## src/rtl/fsk4fs_pkg.sv

```systemverilog
// Shared types and constants for the 4FSK frame sync detector.
// No dependencies; every other file in rtl/ imports this package.
package fsk4fs_pkg;

    localparam int DEF_WINDOW_LEN       = 8;
    localparam int DEF_SYMBOL_FRAC_BITS = 4;

    localparam int SYM_W      = 8;
    localparam int PATTERN_W  = 16;
    localparam int THRESH_W   = 18;
    localparam int DIST_W     = 18;
    localparam int TYPE_W     = 3;
    localparam int CFG_IDX_W  = 3;
    localparam int CFG_DATA_W = 18;
    localparam int PATTERN_N  = 4;

    localparam logic [PATTERN_W-1:0] LSF_RESET    = 16'h55F7;
    localparam logic [PATTERN_W-1:0] STREAM_RESET = 16'hFF5D;
    localparam logic [PATTERN_W-1:0] PACKET_RESET = 16'h75FF;
    localparam logic [PATTERN_W-1:0] BERT_RESET   = 16'hDF55;
    localparam logic [THRESH_W-1:0]  THRESH_RESET = 18'd1024;

    localparam logic [DIST_W-1:0] DIST_MAX = {DIST_W{1'b1}};

    typedef enum logic [CFG_IDX_W-1:0] {
        REG_LSF    = 3'd0,
        REG_STREAM = 3'd1,
        REG_PACKET = 3'd2,
        REG_BERT   = 3'd3,
        REG_THRESH = 3'd4
    } cfg_reg_t;

    typedef enum logic [TYPE_W-1:0] {
        SYNC_NONE   = 3'd0,
        SYNC_LSF    = 3'd1,
        SYNC_STREAM = 3'd2,
        SYNC_PACKET = 3'd3,
        SYNC_BERT   = 3'd4
    } sync_type_t;

    // pattern[0] is LSF, then stream, packet, BERT (priority order)
    typedef struct packed {
        logic [PATTERN_N-1:0][PATTERN_W-1:0] pattern;
        logic [THRESH_W-1:0]                 threshold;
    } cfg_t;

    typedef struct packed {
        logic              hit;
        logic [DIST_W-1:0] dist_sq;
    } lane_res_t;

endpackage

```

## src/rtl/fsk4fs_pattern_dist.sv

```systemverilog
// One compare lane: squared distance of the symbol window to one sync word,
// threshold compare on the full sum and saturated distance. Depends on fsk4fs_pkg.
module fsk4fs_pattern_dist #(
    parameter int WINDOW_LEN       = fsk4fs_pkg::DEF_WINDOW_LEN,
    parameter int SYMBOL_FRAC_BITS = fsk4fs_pkg::DEF_SYMBOL_FRAC_BITS
) (
    input  logic signed [fsk4fs_pkg::SYM_W-1:0]     win [WINDOW_LEN],
    input  logic        [fsk4fs_pkg::PATTERN_W-1:0] pattern,
    input  logic        [fsk4fs_pkg::THRESH_W-1:0]  threshold,
    output fsk4fs_pkg::lane_res_t                   res
);
    import fsk4fs_pkg::*;

    localparam int LVL_W  = SYMBOL_FRAC_BITS + 3;
    localparam int DIFF_W = ((SYM_W > LVL_W) ? SYM_W : LVL_W) + 1;
    localparam int MAG_W  = DIFF_W - 1;
    localparam int SQ_W   = 2 * MAG_W;
    localparam int SUM_W  = SQ_W + $clog2(WINDOW_LEN);
    localparam int CMP_W  = (SUM_W > THRESH_W) ? SUM_W : THRESH_W;
    localparam int DIBITS = PATTERN_W / 2;

    localparam logic signed [DIFF_W-1:0] LVL1 = DIFF_W'(1) << SYMBOL_FRAC_BITS;
    localparam logic signed [DIFF_W-1:0] LVL3 = (LVL1 <<< 1) + LVL1;

    logic [SQ_W-1:0]  sq [WINDOW_LEN];
    logic [SUM_W-1:0] sum;
    logic [CMP_W-1:0] sum_ext;

    for (genvar i = 0; i < WINDOW_LEN; i++) begin : g_pos
        // position i uses dibit (i mod 8), most significant dibit first
        localparam int DPOS = PATTERN_W - 2 - 2 * (i % DIBITS);
        logic        [1:0]        dibit;
        logic signed [DIFF_W-1:0] level;
        logic signed [DIFF_W-1:0] sym_ext;
        logic signed [DIFF_W-1:0] diff;
        logic        [MAG_W-1:0]  mag;

        always_comb begin
            dibit   = pattern[DPOS +: 2];
            case (dibit)
                2'b01:   level = LVL3;
                2'b00:   level = LVL1;
                2'b10:   level = -LVL1;
                default: level = -LVL3;
            endcase
            sym_ext = DIFF_W'(win[i]);
            diff    = sym_ext - level;
            mag     = diff[DIFF_W-1] ? MAG_W'(-diff) : MAG_W'(diff);
            sq[i]   = SQ_W'(mag) * SQ_W'(mag);
        end
    end

    always_comb begin
        sum = '0;
        for (int i = 0; i < WINDOW_LEN; i++) begin
            sum = sum + SUM_W'(sq[i]);
        end
    end

    assign sum_ext = CMP_W'(sum);
    assign res.hit = sum_ext < CMP_W'(threshold);
    assign res.dist_sq = (sum_ext > CMP_W'(DIST_MAX)) ? DIST_MAX : sum_ext[DIST_W-1:0];

endmodule

```

## config.mk

```make
export PLATFORM = sky130hd
export DESIGN_NAME = fsk4fs_pattern_dist
export DESIGN_NICKNAME = d
export VERILOG_FILES = /design/src/rtl/fsk4fs_pkg.sv /design/src/rtl/fsk4fs_pattern_dist.sv
export SDC_FILE = /design/constraint.sdc
export NUM_CORES = 1
export LEC_CHECK = 0
export BUFFER_PORTS_ARGS = -buffer_cell sky130_fd_sc_hd__buf_2
export CORE_UTILIZATION = 37
export DETAILED_ROUTE_END_ITERATION = 8
export GPL_TIMING_DRIVEN = 0
export SLEW_MARGIN = 20
export SYNTH_ARGS = -nofsm -noshare
export SYNTH_HDL_FRONTEND = slang
export SYNTH_SLANG_ARGS = --single-unit
export TNS_END_PERCENT = 10
```

## constraint.sdc

```tcl
create_clock -name vclk -period 25.8
set_input_delay 1.29 -clock vclk [all_inputs]
set_output_delay 1.29 -clock vclk [all_outputs]
set_load 0.005 [all_outputs]
```

Word level (Yosys, flattened, before mapping). Cells that the tools add are included. W data, S select, Z words.

Add/subtract/negate cells: 23. $mul: 8. Div/mod/pow operators: 0. Magnitude comparators: 2. Equal/unequal tests: 16. Shifts and indexed selects: 0. Multiplexer cells: 17. Bitwise operators: 0. Reduce and logical (&&, ||, !) cells: 8.

Operator list (count): $pmux W9 S3 (8); $mul A8 B8 Y16 (8); $add A19 B16 Y19 (4); $sub A8 B9 Y9 (8); $mux W8 (8); $neg A8 Y8 (8); $add A18 B16 Y19 (1); $gt A19 B18 Y1 const B (1); $lt A19 B18 Y1 (1); $add A17 B16 Y18 (1); $mux W18 (1); $add A16 B16 Y17 (1); $eq A2 B1 Y1 const B (8); $eq A2 B2 Y1 const B (8); $logic_not A2 Y1 (8).

Register bits after elaboration: 0. Latch bits: 0. Bits in writable memories: 0. Bits in read-only memories: 0. Output and inout port bits: 19. Logic and storage cells: 74. Memories kept: 0.

Longest topological paths before layout. Gate-level depths: netlist of the first run.

Depth in word-level cells: 15. Depth in mapped cells: 43.

Worst setup path before layout of the first run. Ideal clock, no wire load.

Path kind: input -> output. Start point: input port pattern[8] in the netlist's numbering. End point: output port res[18] in the netlist's numbering. Data arrival time: 10.693 ns. Required time: 24.510 ns. Setup slack: 13.817 ns. Stages on the path: 39. Path through: inv_1 -> ha_1 -> nor2_1 -> ha_1 -> a2111oi_1 -> a21oi_2 -> nand2b_1 -> xnor2_2 -> or2_2 -> fa_1 -> inv_1 -> fa_1 -> inv_1 -> fa_1 -> inv_1 -> fa_1 -> fa_1 -> fa_1 -> [3 not listed] -> fa_1 -> fa_1 -> inv_1 -> fa_1 -> inv_1 -> ha_1 -> o211ai_1 -> a21oi_1 -> o21ai_0 -> a32oi_1 -> xor2_1 -> ha_1 -> a21oi_1 -> nand2_1 -> a211oi_1 -> o21ai_0 -> nand4_1 -> and3_1.

RTL lines: start, declared (RTL line fsk4fs_pattern_dist.sv:8) `input logic [fsk4fs_pkg::PATTERN_W-1:0] pattern,`; end, declared (RTL line fsk4fs_pattern_dist.sv:10) `output fsk4fs_pkg::lane_res_t res`.

==> impl_results.md, run 1 <==
* Die Height at 217 um
* Setup WS post-layout at 12.36 ns
* Core region area at 0.0455 mm2
* Post-route ant nets at 0
* Post-Syn Instances at 1860
* Top sig layer: met4
* Cts repair resizes at 0
* Synth-to-Final Area Change at 7.85%
* # fillers at 4580
* Routed WL at 40900 um
* Met2 wire length at 20200 um
* Hold path start: threshold[17]
* Seq/Total Area, Yosys at 0%
* Synth area leader: fa_1
* Fraction of the mapped netlist area in adder cells at 65.4%
* Routability cong. at 0.911
* First drt pass iteration count at 5
* Metal3 WL at 1690 um
* Drt initial violations at 471
* Layout cells sized above 1 at 8.24%
* Largest family of logic cells by synthesized area: adder cells
* First-pass GRT wire length at 67100 um
* YS warnings at 0
* Setup repair bufs after CTS at 0
* Critical path arrival at 12.15 ns
* Tcrit/Tclk final at 52.1%
* CP Launch Point: pattern[10]
* Most frequent CP cell: fa_1
* Via count at 12000
* Setup-failing EPs final at 0
* Die area at 0.0471 mm2
* Post-detail-place hpwl at 38900 um
* Post-Synth XOR/XNOR Area at 5.73%
* Slowest cell delay on critical path at 0.61 ns
* Critical path class: input port to primary output
* CP required at 24.51 ns
* Post-layout min period at 13.44 ns
* Die X at 217 um
* Max Fanout on Critical Path at 8
* Worst-Margin Slew at 0.958 ns
* Number of vias per cell at 4.63
* Vias in the first global route at 13000
* Largest net degree at the start of global routing at 12
* GRT Overall Usage at 18.1%
* Max frequency at 0.0744 GHz
* CP Buf/Inv Count at 8
* Hold_buf cts at 0
* Slew Limit Fails at 0
* Final Hold Vio Count at 0
* Simple-gate share of the synthesized area at 10.9%
* DR WL/cell at 15.9 um
* Top cell type's share of synthesized area at 47.5%
* I/O Pins at 117
* Total grt overflow at 0
* Drc violations at 0
* Reg area at 0 um2
* FF+latch count at 0
* Slowest-stage cell, CP: xnor2_1
* Setup WS pre-CTS at 12.39 ns
* Status: finished, final reports clean
* Crit path max-delay family: adder cells
* Starting Density at 37.6%
* Worst hold path type: input port to primary output
* Synthesized area per cell at 9.20 um2
* Max_cap viols at 0
* Worst setup SP type: input port
* Port-buffer cells at 117
* FP Rows at 78
* Area of the multi-input gates at 0.0150 mm2
* Rel. slew slack at 35.7%
* Mapped Area at 0.0171 mm2
* Setup TNS at 0 ns
* Critical path endpoint category: primary output
* Fin nets at 2729
* Met1 WL at 18400 um
* Clkbuf count at 0
* Synth Area in Compound Gates at 4.77%
* Yosys cell types at 54
* Synth top area cells: fa_1, ha_1, inv_1, nor2_1, xnor2_1
* Mux share of post-synthesis cell area at 0.797%
* Antenna violations before repair at 1
* RSZ-0062 raised after global routing: no
## Yosys cell counts (all sizes together), types with 11 or more instances
library cell,n
and2,14
xor2,42
ha,245
or2,16
fa,406
inv,553
xnor2,63
nand2b,37
a21oi,46
o21ai,12
mux2i,11
nand4,11
nor3,13
nand2,85
a21o,16
nor2,196
## cell families (layout without fill, tap and decap cells)
family,count (synthesis),after routing
simple gates,409,409
buf+inv,563,680
mux,13,13
compound gates,118,118
xor+xnor,105,105
fa+ha+maj,651,651
other cells,1,3
## metal layers
metal | vias to the layer above | global-route usage, %
met5 | - | 0
met2 | 214 | 31.8
li1 | 5718 | -
met4 | 0 | 2.32
met3 | 34 | 1.75
met1 | 5987 | 24.6
## worst paths after layout
kind / endpoint / slack, ns / depth (start not counted)
min: res[18] / 3.19 / 6
max: res[18] / 12.36 / 38
## per-stage QoR
| stage | std cells | area, um2 | hold WS, ns | util [%] |
|---|---|---|---|---|
| after floorplan | 1861 | 17100 | 2.79 | - |
| after global placement | 2578 | 18500 | 3.18 | 40.6 |
| after detailed placement | 2578 | 18500 | 3.19 | 40.6 |
| after CTS | 2578 | 18500 | 3.20 | 40.6 |
| after global routing | 2579 | 18500 | 3.23 | 40.6 |
| final | 2579 | 18500 | 3.19 | 40.6 |
## layout by cell type (no fill, tap or decap), types with 8 or more instances in the layout
cell	n
a21o_1	16
a21oi_1	39
a31oi_1	8
and2_1	14
buf_2	118
fa_1	406
ha_1	245
inv_1	550
mux2i_1	10
nand2_1	84
nand2b_1	37
nand4_1	11
nor2_1	196
nor2b_1	10
nor3_1	13
o21ai_0	12
or2_2	16
or2b_1	10
xnor2_1	56
xor2_1	41
## area by class of cell
| class | count | share of cell area [%] |
|---|---|---|
| multi-input cells | 1298 | 81.2 |
| inverters | 557 | 11.3 |
| well taps | 600 | 4.07 |
| repair buffers | 117 | 3.17 |
| plain buffers | 6 | 0.170 |
| diodes | 1 | 0.0136 |
Power of run 1 is not shown: default switching activity piles up to over one toggle a cycle in this logic, so the estimate is an artifact.
==> run 2, diff against run 1 <==
==> constraint.sdc (replaced) <==
create_clock -name vclk -period 12
set_input_delay 0.6 -clock vclk [all_inputs]
set_output_delay 0.6 -clock vclk [all_outputs]
set_load 0.005 [all_outputs]
==> run 2 against run 1 <==
  * Sequential share of layout area is the same
  * Clock-buffer cell count is the same
  * Die area is the same
  * Highest routed layer unchanged
  * Non-clock buffer count grew 2
  * Worst setup slack lost 12 ns
  * First-iteration DRC count grew 10%
  * Final cell count is essentially flat
==> impl_results.md, run 2 (synthesis results as in run 1) <==
* Worst setup SP type: input port (unchanged)
* Critical path class: input port to primary output (unchanged)
* Die Height at 217 um (unchanged)
* Status: finished, final reports clean (unchanged)
* WHS Endpoint: res[18] (unchanged)
* First drt pass iteration count at 6 (was 5)
* Final core occ at 41.1% (was 40.6%)
* Starting Density at 37.6% (unchanged)
* CP required at 11.40 ns (was 24.51 ns)
* FP Rows at 78 (unchanged)
* Cells on Worst Hold Path at 6 (unchanged)
* Drc violations at 0 (unchanged)
* Clkbuf count at 0 (unchanged)
* Number of placed cells counting well taps at 2578 (unchanged)
* Total grt overflow at 0 (unchanged)
* Post-detail-place hpwl at 38900 um (unchanged)
* Fin nets at 2731 (was 2729)
* Final Hold Vio Count at 0 (unchanged)
* GRT Overall Usage at 18.1% (about the same)
* DR WL/cell at 15.9 um (about the same)
* Core region area at 0.0455 mm2 (unchanged)
* Max_cap viols at 0 (unchanged)
* Synth-to-Final Area Change at 9.27% (was 7.85%)
* Hold_buf cts at 0 (unchanged)
* Routed WL at 41100 um (was 40900 um)
* Hold path start: threshold[17] (unchanged)
* Antenna violations before repair at 1 (unchanged)
* Post-layout min period at 11.48 ns
* Via count at 12000 (about the same)
* Number of vias per cell at 4.64 (was 4.63)
* Most frequent cells in the layout: inv_1, fa_1, ha_1 (unchanged)
* Vias in the first global route at 13000 (about the same)
* Die area at 0.0471 mm2 (unchanged)
* Worst-Margin Slew at 0.952 ns (was 0.958 ns)
* Slowest cell delay on critical path at 0.55 ns (was 0.61 ns)
* Final std cells w/o fill at 2581 (was 2579)
* Die X at 217 um (unchanged)
* Drt initial violations at 520 (was 471)
* Most frequent CP cell: fa_1 (unchanged)
* Largest net degree at the start of global routing at 12 (unchanged)
* Slew Limit Fails at 0 (unchanged)
* Critical path endpoint category: primary output (unchanged)
* FF+latch count at 0 (unchanged)
* I/O Pins at 117 (unchanged)
* # fillers at 4551 (was 4580)
* Max frequency at 0.0871 GHz
* Rel. slew slack at 36.0% (was 35.7%)
* Routability cong. at 0.911 (unchanged)
* Worst hold path type: input port to primary output (unchanged)
* Slowest-stage cell, CP: fa_1 (was xnor2_1)
* Post-route ant nets at 0 (unchanged)
* Layout cells sized above 1 at 9.95% (was 8.24%)
* Critical path arrival at 10.88 ns (was 12.15 ns)
* Commonest non-fill, non-tap cell in the layout: inv_1 (unchanged)
* Max Fanout on Critical Path at 7 (was 8)
* Setup-failing EPs final at 0 (unchanged)
* Reg area at 0 um2 (unchanged)
* Tcrit/Tclk final at 95.7%
* Port-buffer cells at 117 (unchanged)
* Setup TNS at 0 ns (unchanged)
* First-pass GRT wire length at 67100 um (unchanged)
## run 2: cell count changes in the layout (fill, tap and decap cells not counted), sizes merged
cell and delta:
buf +2
## run 2: cell type report
cell class / count / area, um2 / area share [%]
Buffer: 6 / 31.3 / 0.167
Multi-Input combinational cell: 1298 / 15200 / 81.4
Inverter: 557 / 2090 / 11.2
Timing Repair Buffer: 119 / 601 / 3.21
Antenna cell: 1 / 2.50 / 0.0134
Tap cell: 600 / 751 / 4.02
## run 2: repair_timing
item,CTS,global route
buffers inserted,0,2
endpoints found under the hold margin,0,0
resized for setup,3,35
pin swaps,0,5
setup endpoints to repair,1,1
## run 2: layer usage
metal  vias up  GRT usage, %  routed length [um]
met5         -             0                   0
met4         0          2.32                 603
met3        36          1.75                1770
met2       222          31.9               20400
met1      6003          24.6               18300
li1       5720             -                   -
## run 2: critical path, delay by kind of cell
kind,cells,cell delay (ns)
fa+ha+maj,14,6.52
xor+xnor,1,0.28
buf+inv,9,0.82
mux,2,0.68
compound gates,8,1.45
simple gates,4,0.52
## run 2: how the worst max path moves through the flow
stage	startpoint	to	slack, ns	cells after the start
floorplan	pattern[8]	res[18]	1.40	39
global placement	pattern[5]	res[18]	0.07	38
detailed placement	pattern[5]	res[18]	-0.03	38
CTS	pattern[5]	res[18]	0.05	38
global route	pattern[8]	res[18]	-0.01	40
finish	pattern[10]	res[18]	0.52	38
## run 2: through the flow
stage / hold slack [ns] / cell area [um2] / worst slack [ns]
5_1_grt: 1.85 / 18700 / -0.00980
3_5_place_dp: 1.81 / 18500 / -0.0258
3_3_place_gp: 1.80 / 18500 / 0.0720
6_report: 1.81 / 18700 / 0.518
2_1_floorplan: 1.41 / 17100 / 1.40
4_1_cts: 1.82 / 18500 / 0.0548
Power of run 2 is left out for the same reason.
