<file path="config.mk">
export PLATFORM = sky130hd
export DESIGN_NAME = fsk4fs_cfg_regs
export DESIGN_NICKNAME = d
export VERILOG_FILES = /design/src/rtl/fsk4fs_pkg.sv /design/src/rtl/fsk4fs_cfg_regs.sv
export SDC_FILE = /design/constraint.sdc
export NUM_CORES = 1
export LEC_CHECK = 0
export BUFFER_PORTS_ARGS = -buffer_cell sky130_fd_sc_hd__buf_2
export CELL_PAD_IN_SITES_DETAIL_PLACEMENT = 1
export CELL_PAD_IN_SITES_GLOBAL_PLACEMENT = 2
export CORE_MARGIN = 8
export CORE_UTILIZATION = 33
export CTS_CLUSTER_DIAMETER = 150
export DETAILED_ROUTE_END_ITERATION = 8
export PLACE_DENSITY = 0.81
export SETUP_SLACK_MARGIN = 0.4
export SYNTH_ARGS = -nofsm -noshare
export SYNTH_HDL_FRONTEND = slang
export SYNTH_SLANG_ARGS = --single-unit
export TNS_END_PERCENT = 5
</file>
<file path="constraint.sdc">
create_clock -name aclk -period 2.12 [get_ports aclk]
set_clock_uncertainty 0.15 [all_clocks]
set_input_delay 0.424 -clock aclk [delete_from_list [all_inputs] [get_ports aclk]]
set_output_delay 0.424 -clock aclk [all_outputs]
set_load 0.005 [all_outputs]
</file>
<file path="src/rtl/fsk4fs_pkg.sv">
// Shared types and constants for the 4FSK frame sync detector.
// No dependencies; every other file in rtl/ imports this package.
package fsk4fs_pkg;

    localparam int DEF_WINDOW_LEN       = 8;
    localparam int DEF_SYMBOL_FRAC_BITS = 4;

    localparam int SYM_W      = 8;
    localparam int PATTERN_W  = 16;
    localparam int THRESH_W   = 18;
    localparam int DIST_W     = 18;
    localparam int TYPE_W     = 3;
    localparam int CFG_IDX_W  = 3;
    localparam int CFG_DATA_W = 18;
    localparam int PATTERN_N  = 4;

    localparam logic [PATTERN_W-1:0] LSF_RESET    = 16'h55F7;
    localparam logic [PATTERN_W-1:0] STREAM_RESET = 16'hFF5D;
    localparam logic [PATTERN_W-1:0] PACKET_RESET = 16'h75FF;
    localparam logic [PATTERN_W-1:0] BERT_RESET   = 16'hDF55;
    localparam logic [THRESH_W-1:0]  THRESH_RESET = 18'd1024;

    localparam logic [DIST_W-1:0] DIST_MAX = {DIST_W{1'b1}};

    typedef enum logic [CFG_IDX_W-1:0] {
        REG_LSF    = 3'd0,
        REG_STREAM = 3'd1,
        REG_PACKET = 3'd2,
        REG_BERT   = 3'd3,
        REG_THRESH = 3'd4
    } cfg_reg_t;

    typedef enum logic [TYPE_W-1:0] {
        SYNC_NONE   = 3'd0,
        SYNC_LSF    = 3'd1,
        SYNC_STREAM = 3'd2,
        SYNC_PACKET = 3'd3,
        SYNC_BERT   = 3'd4
    } sync_type_t;

    // pattern[0] is LSF, then stream, packet, BERT (priority order)
    typedef struct packed {
        logic [PATTERN_N-1:0][PATTERN_W-1:0] pattern;
        logic [THRESH_W-1:0]                 threshold;
    } cfg_t;

    typedef struct packed {
        logic              hit;
        logic [DIST_W-1:0] dist_sq;
    } lane_res_t;

endpackage

</file>
<file path="src/rtl/fsk4fs_cfg_regs.sv">
// Configuration register file: four sync words and the squared threshold.
// Depends on fsk4fs_pkg.
module fsk4fs_cfg_regs (
    input  logic                               aclk,
    input  logic                               aresetn,
    input  logic                               cfg_we,
    input  logic [fsk4fs_pkg::CFG_IDX_W-1:0]   cfg_index,
    input  logic [fsk4fs_pkg::CFG_DATA_W-1:0]  cfg_wdata,
    output fsk4fs_pkg::cfg_t                   cfg
);
    import fsk4fs_pkg::*;

    cfg_t cfg_reg;
    cfg_t cfg_next;

    always_comb begin
        cfg_next = cfg_reg;
        if (cfg_we) begin
            unique case (cfg_reg_t'(cfg_index))
                REG_LSF:    cfg_next.pattern[0] = cfg_wdata[PATTERN_W-1:0];
                REG_STREAM: cfg_next.pattern[1] = cfg_wdata[PATTERN_W-1:0];
                REG_PACKET: cfg_next.pattern[2] = cfg_wdata[PATTERN_W-1:0];
                REG_BERT:   cfg_next.pattern[3] = cfg_wdata[PATTERN_W-1:0];
                REG_THRESH: cfg_next.threshold  = cfg_wdata[THRESH_W-1:0];
                default: ; // unused index, write dropped
            endcase
        end
    end

    always_ff @(posedge aclk) begin
        if (!aresetn) begin
            cfg_reg.pattern[0] <= LSF_RESET;
            cfg_reg.pattern[1] <= STREAM_RESET;
            cfg_reg.pattern[2] <= PACKET_RESET;
            cfg_reg.pattern[3] <= BERT_RESET;
            cfg_reg.threshold  <= THRESH_RESET;
        end else begin
            cfg_reg <= cfg_next;
        end
    end

    assign cfg = cfg_reg;

endmodule

</file>
**Word level (Yosys, flattened, before mapping)**

Index checks and enable logic that the tools add are counted.

- Output and inout bits: 82
- Register bits after elaboration: 82
- Logic and storage cells: 15

- Eq/ne operators: 4
- Reductions and logical operators: 6

Operators by type and width:

| kind | count |
|---|---|
| $reduce_and A2 Y1 | 5 |
| $eq A3 B2 Y1 const B | 2 |
| $eq A3 B1 Y1 const B | 1 |
| $eq A3 B3 Y1 const B | 1 |
| $logic_not A3 Y1 | 1 |

**Depth between registers and ports, before layout**

Gate-level depths: netlist of the first run.

- Word-level depth: 2
- Gate-level depth with buffers: 4

**Worst setup path before layout of the first run**

No wires, ideal clock.

- Kind: input to register
- Start: input cfg_index[1] in the netlist's numbering
- End: register cfg_reg (netlist bit cfg[28])
- Required time: 1.840 ns
- Library setup time: 0.130 ns
- Arrival: 1.229 ns
- Path buffers: 1
- Slack: 0.612 ns
- Stages: 3
- Path through: or4b_4 > buf_6 > mux2i_1

- Longest elaborated chain between the ends: 2

Ends and longest elaborated chain:

| element | RTL line | source |
|---|---|---|
| start, declared | fsk4fs_cfg_regs.sv:7 | `input logic [fsk4fs_pkg::CFG_IDX_W-1:0] cfg_index,` |
| $logic_not A3 Y1 | fsk4fs_cfg_regs.sv:19 | `unique case (cfg_reg_t'(cfg_index))` |
| $reduce_and A2 Y1 (no line) | n/a |  |
| end signal, assigned | fsk4fs_cfg_regs.sv:38 | `cfg_reg <= cfg_next;` |
| end, declared | fsk4fs_cfg_regs.sv:13 | `cfg_t cfg_reg;` |

No other way between the ends.
A chain may end at the register's enable or synchronous reset.

**Worst setup path in the final report of the first run**

- Start: register cfg_reg (netlist bit cfg[26])
- End: output cfg[26] in the netlist's numbering

RTL lines:

| element | RTL line | source |
|---|---|---|
| end, declared | fsk4fs_cfg_regs.sv:9 | `output fsk4fs_pkg::cfg_t cfg` |

No word-level cell between the ends.

==> results of run 1 <==
==> kinds of logic (layout without fill, tap and decap cells) <==
logic type,after synthesis,count (layout)
AND/OR/NAND/NOR,123,123
multiplexers,82,82
flip-flops,82,82
buffers and inverters,21,132
==> worst register-to-register path, stage by stage (launching register included) <==
cell	delay, ps
dfxtp_1	320
nor2b_1	130
mux2i_1	100
==> path summary, 6_finish.rpt <==
kind                       from  endpoint
setup reg to reg        cfg[68]   cfg[68]
hold reg to reg          cfg[6]    cfg[6]
setup / recovery        cfg[26]   cfg[26]
hold / removal    cfg_wdata[16]   cfg[16]
==> through the flow <==
| step | total power [mW] | utilization |
|---|---|---|
| floorplan | 1.76 | - |
| global placement | 1.87 | 0.408 |
| detailed placement | 1.87 | 0.408 |
| CTS | 3.01 | 0.428 |
| global route | 3.09 | 0.428 |
| finish | 2.96 | 0.428 |
==> per-layer routing <==
metal	track usage	routed length (um)
met1	0.165	4020
met2	0.238	4580
met3	0.0349	460
met4	0.0657	145
met5	0	0
==> cell type report <==
class,count,share of cell area
clock buffer,11,0.0365
clock inverter,3,0.00966
multi-input combinational,205,0.364
sequential,82,0.396
tap,133,0.0401
timing repair buffer,118,0.153
==> layout by cell type, fill, tap and decap left out <==
| cell | n |
|---|---|
| buf_2 | 105 |
| mux2i_1 | 82 |
| dfxtp_1 | 82 |
| nor2b_1 | 65 |
| nand2_1 | 50 |
| buf_4 | 12 |
| clkbuf_8 | 11 |
| and4bb_2 | 2 |
| nand4bb_1 | 2 |
| clkinv_2 | 2 |
| nor4b_2 | 1 |
| nor4bb_1 | 1 |
| nand4b_1 | 1 |
| or4b_4 | 1 |
| bufinv_16 | 1 |
| buf_12 | 1 |
==> where the power goes <==
group | leakage [nW] | switching [mW] | total (mW) | internal (mW)
Combinational | 1.11 | 0.129 | 0.241 | 0.112
Clock | 0.101 | 0.533 | 1.13 | 0.592
Sequential | 0.666 | 0.0173 | 1.59 | 1.57
Total | 1.88 | 0.680 | 2.96 | 2.28
==> flow_metrics.tcl, run 1 <==
set metrics [dict create \
    cts_resized 0 \
    drive_gt1_frac 0.325 \
    port_buffers 105 \
    netlist_top_cells_area "dfxtp_1 (50%), mux2i_1 (25%), nor2b_1 (12%)" \
    dr_total_vias 2473 \
    clock.fmax_ghz 0.707 \
    rsz0062_at_grt "false" \
    antenna_found_initial 0 \
    die_area_um2 13300 \
    finalSetupViolCount 0 \
    gp_congestion 0.820 \
    finalSetupTns_ps 0 \
    leakagePower_nw 1.88 \
    cp.arrival_ps 840 \
    min_path_cells 3 \
    multi_input_area_um2 1510 \
    io_pins 106 \
    syn_area_per_cell_um2 10.6 \
    yosysTopAreaCellShare 0.503 \
    routed_wl_um 9210 \
    cts_tree "done" \
    place_ws_ps 399 \
    cts.root.buffer_cell "clkbuf_8" \
    track_usage 0.141 \
    yosys.area_share.simple 0.211 \
    area_growth_pct 27.1 \
    crit_path_max_fanout 2 \
    worst_hold_slack_ps 171 \
    first_pass_iters 3 \
    critPathLaunchType "flip-flop" \
    synthArstFlopShare 0 \
    fin_ws_ps 705 \
    synth_seq_cells 82 \
    slew_headroom 0.712 \
    final_cell_area_um2 4150 \
    grt_max_degree 37 \
    r2r_cells 2 \
    run_status "finished clean" \
    worstMarginPinSlew_ps 432 \
    synth_area_um2 3260 \
    ir_drop_v 0.000260 \
    syn_nets 332 \
    die_y_um 115 \
    largest_reg_flops 82 \
    synthMuxAreaShare 0.252 \
    drcViolationCount 0 \
    rows 36 \
    grt_pass1_wl_um 14500 \
    die_w_um 115 \
    critPathBufInv 1 \
    max_stage_delay_ps 370 \
    clkTransAtPathRegs_ps 80 \
    fill_cells 1123 \
    yosys.area.top_type "dfxtp_1" \
    ys.flop_type "dfxtp_1" \
    overflow 0 \
    crit_chain "buf_2" \
    n_antenna_cell 0 \
    synth_cells 308 \
    synth-compound-area-share 0 \
    layout.nets 440 \
    worstPathRequired_ps 1550 \
    cap_violations 0 \
    worstSetupPathType "flip-flop to output port" \
    postCtsSetupRepairBufs 0 \
    placed_cells 538 \
    synth_edf_count 0 \
    path_depth 1 \
    core_um2 9680 \
    clk_path_buf_depth 2 \
    synth_top_family_by_area "multiplexers" \
    stdcell_count 552 \
    numCtsBuffers 9 \
    initial_core_util 0.337 \
    drv_slew 0 \
    dp_hpwl_um 7010 \
    first_iter_violations 46 \
    hold_viol 0 \
    synth-xor-area-share 0 \
    seqCellArea_um2 1640 \
    htreeDepth 3 \
    hold_buffers 0 \
    synth_fa_ha_area_frac 0 \
    fin_crit_ps 1410 \
    clock-sinks 82 \
    yosysWarnings 0 \
    cp-end-kind "output port" \
    power_density_nw_per_um2 713 \
    ys_seq_area_frac 0.503 \
    clk_latency_ps 340 \
    routedWlPerCell_um 16.7 \
    crit_slowest_cell "dfxtp_1" \
    reg2reg_setup_slack_ps 1300 \
    cp_top_family "flip-flops" \
    worstHoldPathType "primary input to flip-flop" \
    avgViaCountPerCell 4.48 \
    period_share 0.667 \
    ant_nets 0 \
    grt_pass1_vias 2706 \
    dpl_cell_area_um2 3950 \
    synthDistinctLibCells 14 \
    netlist_top_cells_count "dfxtp_1 (82), mux2i_1 (82), nor2b_1 (65)" \
]
Note: power is estimated with default switching activity, not from simulation.
==> run 2, diff against run 1 <==
- CORE_UTILIZATION: 33 -> 30
- PLACE_DENSITY: 0.81 -> 0.75
- clock period: 2.12 -> 1.5 ns (I/O delays scaled with it)
==> flow_metrics.tcl, run 2 (synthesis gave the netlist of run 1 again) <==
set metrics [dict create \
    run_status "finished clean" \
    clk_latency_ps 350 \
    ir_drop_v 0.000416 \
    period_share 0.841 \
    die_area_um2 14500 \
    cp-end-kind "output port" \
    layout.nets 450 \
    fill_cells 1255 \
    largest_reg_flops 82 \
    cp.arrival_ps 810 \
    r2r_end "cfg[53]" \
    hold_end "cfg[16]" \
    worstSetupPathType "flip-flop to output port" \
    worst_hold_slack_ps 27.6 \
    r2r_cells 3 \
    drcViolationCount 0 \
    leakagePower_nw 1.99 \
    worstMarginPinSlew_ps 369 \
    rows 38 \
    core_um2 10700 \
    rsz0062_at_grt "true" \
    crit_path_max_fanout 2 \
    final_common_cell "buf_2" \
    critPathLaunchType "flip-flop" \
    io_pins 106 \
    multi_input_area_um2 1520 \
    cts_tree "done" \
    n_antenna_cell 0 \
    antenna_found_initial 0 \
    clkTransAtPathRegs_ps 80 \
    hold_buffers 0 \
    overflow 0 \
    worstPathRequired_ps 1050 \
    clock-sinks 82 \
    dp_hpwl_um 7020 \
    max_stage_delay_ps 340 \
    reg2reg_setup_slack_ps 600 \
    die_w_um 120 \
    power_density_nw_per_um2 961 \
    grt_pass1_wl_um 14700 \
    cap_violations 0 \
    area_growth_pct 37.1 \
    clk_path_buf_depth 2 \
    drv_slew 0 \
    final_cell_mix "buf_2 (93), mux2i_1 (82), nor2b_1 (64)" \
    port_buffers 105 \
    ant_nets 0 \
    avgViaCountPerCell 4.39 \
    stdcell_count 570 \
    use_met2 0.202 \
    numCtsBuffers 9 \
    fin_crit_ps 1260 \
    first_iter_violations 72 \
    min_path_cells 3 \
    grt_max_degree 40 \
    top_usage_layer "met2" \
    crit_slowest_cell "dfxtp_1" \
    finalPower_mw 4.30 \
    track_usage 0.130 \
    routed_wl_um 9390 \
    drive_gt1_frac 0.481 \
    grt_util_met3 0.0350 \
    dr_total_vias 2502 \
    slew_headroom 0.751 \
    seqCellArea_um2 1720 \
    clock.fmax_ghz 0.793 \
    r2r_start "cfg[53]" \
    met1_usage 0.162 \
    hold_viol 0 \
    hold_start "cfg_wdata[16]" \
    crit_chain "buf_2" \
    grt_pass1_vias 2666 \
    worstHoldPathType "primary input to flip-flop" \
    htreeDepth 3 \
    cp_top_family "flip-flops" \
    critPathBufInv 1 \
    die_y_um 120 \
    finalSetupViolCount 0 \
    initial_core_util 0.304 \
    cts.root.buffer_cell "clkbuf_8" \
    gp_congestion 0.761 \
    placed_cells 552 \
    routedWlPerCell_um 16.5 \
    first_pass_iters 4 \
]
run 2: layer usage:
| metal | part of all wire | up-vias |
|---|---|---|
| met3 | 0.055 | 12 |
| li1 | - | 1245 |
| met5 | 0 | - |
| met1 | 0.47 | 1189 |
| met2 | 0.46 | 56 |
| met4 | 0.019 | 0 |
run 2: what timing repair did:
action / CTS / global route
setup buffers: 0 / 3
setup endpoints to repair: 122 / 139
resized for setup: 38 / 38
pin swaps: 0 / 1
run 2: worst max path at each step:
stage               slack (ps)  cells past startpoint          from       to
global route               200                      1       cfg[44]  cfg[44]
CTS                        210                      1       cfg[28]  cfg[28]
detailed placement        -130                      5  cfg_index[1]  cfg[18]
finish                     240                      1       cfg[50]  cfg[50]
global placement          -120                      5  cfg_index[1]  cfg[22]
floorplan                  120                      3  cfg_index[1]  cfg[28]
run 2: metrics by stage:
stage	util	setup TNS, ps	instance area (um^2)	worst slack [ps]
floorplan	-	0	3260	116
global placement	0.379	-1020	4080	-124
detailed placement	0.379	-1360	4080	-131
CTS	0.404	0	4340	214
global route	0.416	0	4470	201
finish	0.416	0	4470	239
run 2: power by group:
part	internal, mW	switching, mW
clock network	0.896	0.763
logic	0.195	0.189
registers	2.23	0.0267
total	3.32	0.978
run 2: cell type report:
class	count	area share
flip-flops and latches	82	0.384
multi-input cells	205	0.340
repair buffers	128	0.191
well taps	140	0.0392
clock buffers	13	0.0378
clock inverters	2	0.00783
==> run 3, diff against run 2 <==
- ABC_AREA: not set -> 1
- CORE_UTILIZATION: 30 -> 24
- PLACE_DENSITY: 0.75 -> 0.71
- clock period: 1.5 -> 1.1 ns (I/O delays scaled with it)
==> flow_metrics.tcl, run 3 <==
set metrics [dict create \
    yosysWarnings 0 \
    synth_seq_cells 82 \
    largest_reg_flops 82 \
    io_pins 106 \
    initial_core_util 0.247 \
    clock-sinks 82 \
    grt_pass1_wl_um 18800 \
    die_area_um2 16900 \
    leakagePower_nw 2.26 \
    gp_congestion 0.744 \
    first_iter_violations 107 \
    core_um2 12600 \
    first_pass_iters 4 \
    drv_slew 0 \
    finalPower_mw 7.19 \
    n_antenna_cell 0 \
    htreeDepth 3 \
    drcViolationCount 0 \
    p_int_mw 5.28 \
    rows 41 \
    cap_violations 0 \
    slew_headroom 0.668 \
    netlist_top_cells_count "nand2_1 (136), dfxtp_1 (82), nand3_1 (73)" \
    crit_path_max_fanout 2 \
    dr_total_vias 3158 \
    dpl_cell_area_um2 3950 \
    grt_max_degree 30 \
    routedWlPerCell_um 17.2 \
    finalSetupViolCount 82 \
    worst_hold_slack_ps -25.8 \
    hold_start "cfg_wdata[11]" \
    hold_viol 12 \
    final_common_cell "nand2_1" \
    numCtsBuffers 9 \
    clk_latency_ps 340 \
    cp_top_family "flip-flops" \
    yosys.area.top_type "dfxtp_1" \
    grt_pass1_vias 3395 \
    die_w_um 130 \
    critPathBufInv 1 \
    dp_hpwl_um 8600 \
    power.share.switching 0.265 \
    worstPathRequired_ps 730 \
    crit_chain "buf_6" \
    clk_path_buf_depth 2 \
    switchingPower_mw 1.90 \
    final_cell_mix "nand2_1 (107), dfxtp_2 (82), nor2_1 (64)" \
    ir_drop_v 0.000587 \
    synthDistinctLibCells 16 \
    avgViaCountPerCell 4.49 \
    synthMostInstantiatedCell "nand2_1" \
    cp.arrival_ps 800 \
    fin_ws_ps -68.4 \
    cp-end-kind "output port" \
    failed_checks "hold timing, setup timing" \
    fin_util 0.412 \
    pwr-share-clk 0.430 \
    crit_start "cfg[10]" \
    r2r_start "cfg[32]" \
    netlist_top_cells_area "dfxtp_1 (53%), nand2_1 (16%), nand3_1 (12%)" \
    worstHoldPathType "primary input to flip-flop" \
    final_cell_area_um2 5200 \
    fin_crit_ps 1170 \
    run_status "finished with violations" \
    syn_nets 441 \
    worstMarginPinSlew_ps 496 \
    combPwrFrac 0.129 \
    track_usage 0.146 \
    synth_area_um2 3110 \
    critPathLaunchType "flip-flop" \
    rsz0062_at_grt "true" \
    power_density_nw_per_um2 1380 \
    period_share 1.06 \
    worstSetupPathType "flip-flop to output port" \
    layout.nets 550 \
    clock.fmax_ghz 0.856 \
    place_ws_ps -404 \
    drive_gt1_frac 0.557 \
    synth_edf_count 0 \
    seq_power_share 0.441 \
    ant_nets 0 \
    ys_seq_area_frac 0.528 \
    routed_wl_um 12100 \
    ys.flop_type "dfxtp_1" \
    cts.root.buffer_cell "clkbuf_16" \
    yosysTopAreaCellShare 0.528 \
    die_y_um 130 \
    antenna_found_initial 0 \
    overflow 0 \
    crit_slowest_cell "dfxtp_2" \
    cts_tree "done" \
    syn_area_per_cell_um2 7.46 \
    clkTransAtPathRegs_ps 70 \
    max_stage_delay_ps 360 \
    synthArstFlopShare 0 \
    area_growth_pct 67.2 \
    synth_cells 417 \
    port_buffers 105 \
]
## run 3: changes by cell type after synthesis, sizes merged, moves of 9 or more
cell,delta
nand2,+90
mux2i,-82
nor2,+75
nand3,+73
nor2b,-65
inv,+13
nand3b,+9
## run 3: cell type report
type	instances	area (um^2)
clock buffers	9	225
clock inverters	7	77.6
fillers	1501	7420
inverters	14	105
multi-input cells	298	1670
flip-flops and latches	82	1740
well taps	172	215
repair buffers	121	1170
## run 3: through the flow
stage / cells / TNS [ps]
2_1_floorplan: 417 / 0
6_report: 703 / -4070
5_1_grt: 703 / -6350
4_1_cts: 703 / -5630
3_3_place_gp: 685 / -20800
3_5_place_dp: 685 / -23570
## run 3: final timing paths
check	end	slack (ps)	cells past startpoint
max	cfg[10]	-70	1
min	cfg[45]	-30	3
max reg2reg	cfg[32]	240	3
min reg2reg	cfg[46]	300	2
## run 3: power by group through the flow
stage          registers [mW]  logic [mW]  clock network (mW)
5_1_grt                  3.18        1.02                3.29
4_1_cts                  3.16       0.821                3.15
2_1_floorplan            3.20       0.335                   0
3_3_place_gp             3.20       0.684                   0
6_report                 3.17       0.928                3.09
3_5_place_dp             3.20       0.696                   0
## run 3: layer usage
layer | GRT usage | vias up | wire length [um]
met5 | 0 | - | 0
met2 | 0.229 | 81 | 5750
li1 | - | 1537 | -
met3 | 0.0563 | 10 | 966
met4 | 0.0567 | 0 | 144
met1 | 0.178 | 1530 | 5240
## run 3: cell families (layout without fill, tap and decap cells)
kind of cell | after synthesis | in the layout | synth area share
simple gates | 297 | 297 | 0.415
flops | 82 | 82 | 0.528
buf+inv | 37 | 151 | 0.0555
compound gates | 1 | 1 | 0.00161
## run 3: worst register-to-register path: cells and delay by family (launching register included)
kind / cells / cell delay [ps]
AND/OR/NAND/NOR: 2 / 120
flip-flops: 1 / 330
buffers and inverters: 1 / 140
## run 3: repair_timing
| item | CTS | global route |
|---|---|---|
| endpoints found under the hold margin | 15 | 6 |
| pin swaps | 140 | 132 |
| gates resized for setup | 160 | 94 |
| setup endpoints to repair | 164 | 164 |
| buffers inserted | 2 | 0 |
